==> src/sv/lcdm_ram.sv <==
module lcdm_ram #(
  parameter int WIDTH = 8,
  parameter int DEPTH = 16
) (
  input  logic                     clk,
  input  logic                     we,
  input  logic [$clog2(DEPTH)-1:0] waddr,
  input  logic [WIDTH-1:0]         wdata,
  input  logic                     re,
  input  logic [$clog2(DEPTH)-1:0] raddr,
  output logic [WIDTH-1:0]         rdata
);

  logic [WIDTH-1:0] mem [DEPTH];

  always_ff @(posedge clk) begin
    if (we) begin
      mem[waddr] <= wdata;
    end
    if (re) begin
      rdata <= mem[raddr];
    end
  end

endmodule

==> config.mk <==
export PLATFORM = sky130hd
export DESIGN_NAME = lcdm_ram
export DESIGN_NICKNAME = d
export VERILOG_FILES = /design/src/sv/lcdm_ram.sv
export SDC_FILE = /design/constraint.sdc
export NUM_CORES = 1
export LEC_CHECK = 0
export BUFFER_PORTS_ARGS = -buffer_cell sky130_fd_sc_hd__buf_4
export CAP_MARGIN = 15
export CORE_MARGIN = 2
export CORE_UTILIZATION = 45
export CTS_CLUSTER_DIAMETER = 150
export DETAILED_ROUTE_END_ITERATION = 12
export HOLD_SLACK_MARGIN = 0.1
export SLEW_MARGIN = 20
export SYNTH_ARGS = -nofsm -noshare
export SYNTH_HDL_FRONTEND = slang
export SYNTH_SLANG_ARGS = --single-unit
==> constraint.sdc <==
create_clock -name clk -period 1.7 [get_ports clk]
set_input_delay 0.34 -clock clk [delete_from_list [all_inputs] [get_ports clk]]
set_output_delay 0.34 -clock clk [all_outputs]
set_load 0.02 [all_outputs]
-- Yosys cells after proc, flatten, opt, wreduce, memory -nomap -nowiden
Memories as Yosys holds them, arrays and structs flattened. A register that Yosys moved wholly into a read port is not among the register bits.
Index checks and enable logic that the tools add are counted.
- output and inout port bits: 8
- memories kept: 1
- input bits: 19
- bits in writable memories: 128
- bits in registers: 0
- memory list (memory ; words ; bits a word ; read ports ; clocked after memory_dff ; write ports ; line ; text):
    mem ; 16 ; 8 ; 1 ; 1 ; 1 ; 14 ; logic [WIDTH-1:0] mem [DEPTH];
- mux-type cells: 2
- operator list (cell ; number):
    $mux W1 ; 2

-- Longest topological paths before layout
- depth in word-level cells: 2
- depth in mapped cells: 5
- depth with buffers taken out: 3

-- Worst setup path before layout
OpenSTA, ideal clock, no wires.
- path kind: input -> register
- from: input port waddr[2]
- to: memory mem[0][0] (enable)
- required time: 1.317 ns
- slack: -0.133 ns
- data arrival time: 1.450 ns
- setup time: 0.383 ns
- stages: 2
- cell sequence: or3b_2 -> nor3_1
- RTL lines (element ; line ; text):
    start, declared ; 7 ; input logic [$clog2(DEPTH)-1:0] waddr,
    end, declared ; 14 ;
Straight into the memory's write port.

==> results.py <==
metrics = {
    "critical_path": {
        "worstSetupStartpointType": "flip-flop",
        "r2r_cells": 3,
        "max_stage_delay_ns": 0.50,
        "critPathKind": "reg2reg",
        "r2r_end": "rdata[3]",
        "critical_path.startpoint": "mem[1][3]",
        "worstPathRequired_ns": 1.85,
        "cp_max_fo": 1,
        "crit_slowest_cell": "mux4_1",
        "path_cells": "mux4_1, a22oi_1, nand2_1",
        "setup.worst_path.end": "rdata[3]",
        "r2r_setup_slack_ns": 0.25,
        "worst_setup_path_end_kind": "flip-flop",
        "worstReg2RegStart": "mem[1][3]",
        "worstPathArrival_ns": 1.60,
    },
    "route": {
        "drtIter0Drc": 197,
        "routedWlPerCell_um": 21.6,
        "num_vias": 2435,
        "drt-total-wl_um": 9530,
        "drcViolationCount": 0,
        "ant_nets": 0,
        "avgViaCountPerCell": 5.52,
        "first_pass_iters": 4,
    },
    "clock_network": {
        "clk_latency_ns": 0.40,
        "hold_buffers": 0,
        "cts_htree_levels": 4,
        "cts_root_buf": "clkbuf_16",
        "cts-buffers-inserted": 17,
        "clk_path_buf_depth": 2,
        "cts-resized-gates": 0,
        "cts.clk_slew.worst_paths_ns": 0.05,
        "postCtsSetupBuffers": 0,
        "cts_tree": "done",
        "cts.sinks": 136,
    },
    "logic_synthesis": {
        "syn_inst": 229,
        "avgSynthCellArea_sq_um": 22.8,
        "ys_warn_count": 0,
        "synth_area_sq_um": 5230,
        "synth_seq_cells": 136,
        "synth.area.top_cells": "edfxtp_1 78%, mux4_2 7.8%, mux4_1 7.0%",
        "synth_top_area_share_pct": 78.1,
        "ys_types": 18,
        "synth.net_count": 248,
        "synth-seq-area-share_pct": 78.1,
        "synth_top_area_cell": "edfxtp_1",
    },
    "placed_design": {
        "hpwl_um": 6300,
        "dp.cells": 412,
        "gp_congestion": 0.722,
        "placed_area_sq_um": 5740,
        "io_buffers": 26,
    },
    "sta": {
        "fin_setup_tns_ns": 0,
        "finalSetupViolCount": 0,
        "finalHoldViolations": 0,
        "final.min_clock_period_ns": 1.45,
        "period_share_pct": 85.5,
        "timing.fmax_mhz": 688,
        "slew_headroom_pct": 54.2,
        "tightest_slew_ns": 0.684,
        "fin_worst_skew_ns": 0.00619,
        "finalMaxSlewViolations": 0,
        "rsz0062_at_grt": "false",
    },
    "finish": {
        "nets": 307,
        "fin_util_pct": 55.1,
        "drive_above_1_share_pct": 30.2,
        "instances_no_fill": 441,
        "diodes": 0,
        "final_area_sq_um": 6260,
        "synthToLayoutAreaGrowth_pct": 19.8,
        "num-fill-cells": 863,
    },
    "pwr": {
        "ir_drop_v": 0.000703,
        "p_sw_share_pct": 18.7,
        "seqPwrFrac_pct": 51.0,
        "p_int_mw": 6.07,
        "pwr-share-clk_pct": 43.8,
        "leakagePower_nw": 2.13,
        "power_mw": 7.46,
        "power_density_nw_per_um2": 1190,
        "combPwrFrac_pct": 5.2,
        "p_switching_mw": 1.40,
    },
    "run": {
        "cap_violations": 0,
    },
    "floorplan": {
        "die-area_sq_um": 12500,
        "start_util_pct": 46.0,
        "fp-row-count": 39,
        "core_sq_um": 11400,
        "die_x_um": 112,
        "io_pins": 27,
        "die_h_um": 112,
    },
    "global_routing": {
        "grt_pass1_vias": 2591,
        "grt_pass1_wl_um": 14900,
        "grt_antenna_before_repair": 0,
        "grt_max_degree": 23,
        "grt_overflow": 0,
        "grt_use_total_pct": 16.7,
    },
    "hold_path": {
        "min_path_type": "in2reg",
    },
    "outcome": {
        "outcome": "finished clean",
    },
}
-- power by group through the flow --
stage | clock [mW] | combinational (mW) | sequential [mW]
after floorplan | 0 | 0.191 | 3.88
final | 3.27 | 0.389 | 3.80
after global routing | 3.50 | 0.423 | 3.81
after detailed placement | 0 | 0.397 | 3.87
after global placement | 0 | 0.394 | 3.87
after CTS | 3.33 | 0.398 | 3.80
-- kinds of logic after synthesis --
logic type | synth area share (%)
AND/OR/NAND/NOR | 3.14
buffers and inverters | 1.65
flip-flops | 78.1
AO/OA/AOI/OAI | 2.30
multiplexers | 14.8
-- final cells by class --
type | instances | area (sq um) | share of cell area (%)
Clock buffer | 22 | 444 | 7.09
Timing Repair Buffer | 50 | 413 | 6.59
Multi-Input combinational cell | 83 | 1060 | 17.0
Sequential cell | 136 | 4080 | 65.2
Clock inverter | 7 | 80.1 | 1.28
Tap cell | 143 | 179 | 2.86
-- per-stage QoR --
stage | setup WS (ns) | hold slack (ns)
floorplan | 0.0776 | 0.439
global placement | -0.180 | 0.654
detailed placement | -0.188 | 0.646
CTS | 0.224 | 0.222
global route | 0.163 | 0.222
finish | 0.246 | 0.239
-- cells in the mapped netlist (all sizes together) --
| master | number |
|---|---|
| clkdlybuf4s25 | 3 |
| nand3b | 2 |
| edfxtp | 136 |
| and2b | 1 |
| and2 | 1 |
| nor2 | 13 |
| or3b | 1 |
| mux4 | 32 |
| nor3 | 4 |
| nand3 | 1 |
| nand2 | 9 |
| a22oi | 16 |
| buf | 7 |
| nand2b | 2 |
| nor2b | 1 |
-- placed cells by master (no fill, tap or decap) --
cell type	count
or3b_2	1
clkinv_2	1
clkinv_1	4
clkbuf_1	5
nor3_2	1
a22oi_1	16
buf_4	47
mux4_1	14
buf_12	3
nand3b_1	2
nor3_1	3
clkbuf_16	17
edfxtp_1	136
and2_1	1
bufinv_16	2
nand2_1	9
nor2_1	13
nor2b_1	1
nand2b_1	2
mux4_2	18
nand3_1	1
and2b_1	1
-- worst max-delay path: cells and delay by family, from the launching register on --
kind / cells / cell delay [ns]
mux: 1 / 0.50
compound gates: 1 / 0.27
simple gates: 1 / 0.09
flops: 1 / 0.35
-- layer usage --
layer	vias up	track usage, %	wire (um)
li1	1097	-	-
met4	0	7.65	178
met3	14	4.03	378
met5	-	0	0
met2	63	26.3	4850
met1	1261	22.4	4130
-- sequential cells by signal, summed over array words and instances, names as in the netlist --
name   flops
mem      128
rdata      8
-- worst min-delay path by stage --
stage	startpoint	slack, ns	endpoint	cells after the start
finish	re	0.24	rdata[3]	1
global route	re	0.22	rdata[3]	1
CTS	re	0.22	rdata[3]	1
detailed placement	re	0.65	rdata[3]	1
global placement	wdata[1]	0.65	mem[13][1]	1
floorplan	wdata[0]	0.44	mem[0][0]	0
No activity file was read; power rests on OpenSTA's default activity.
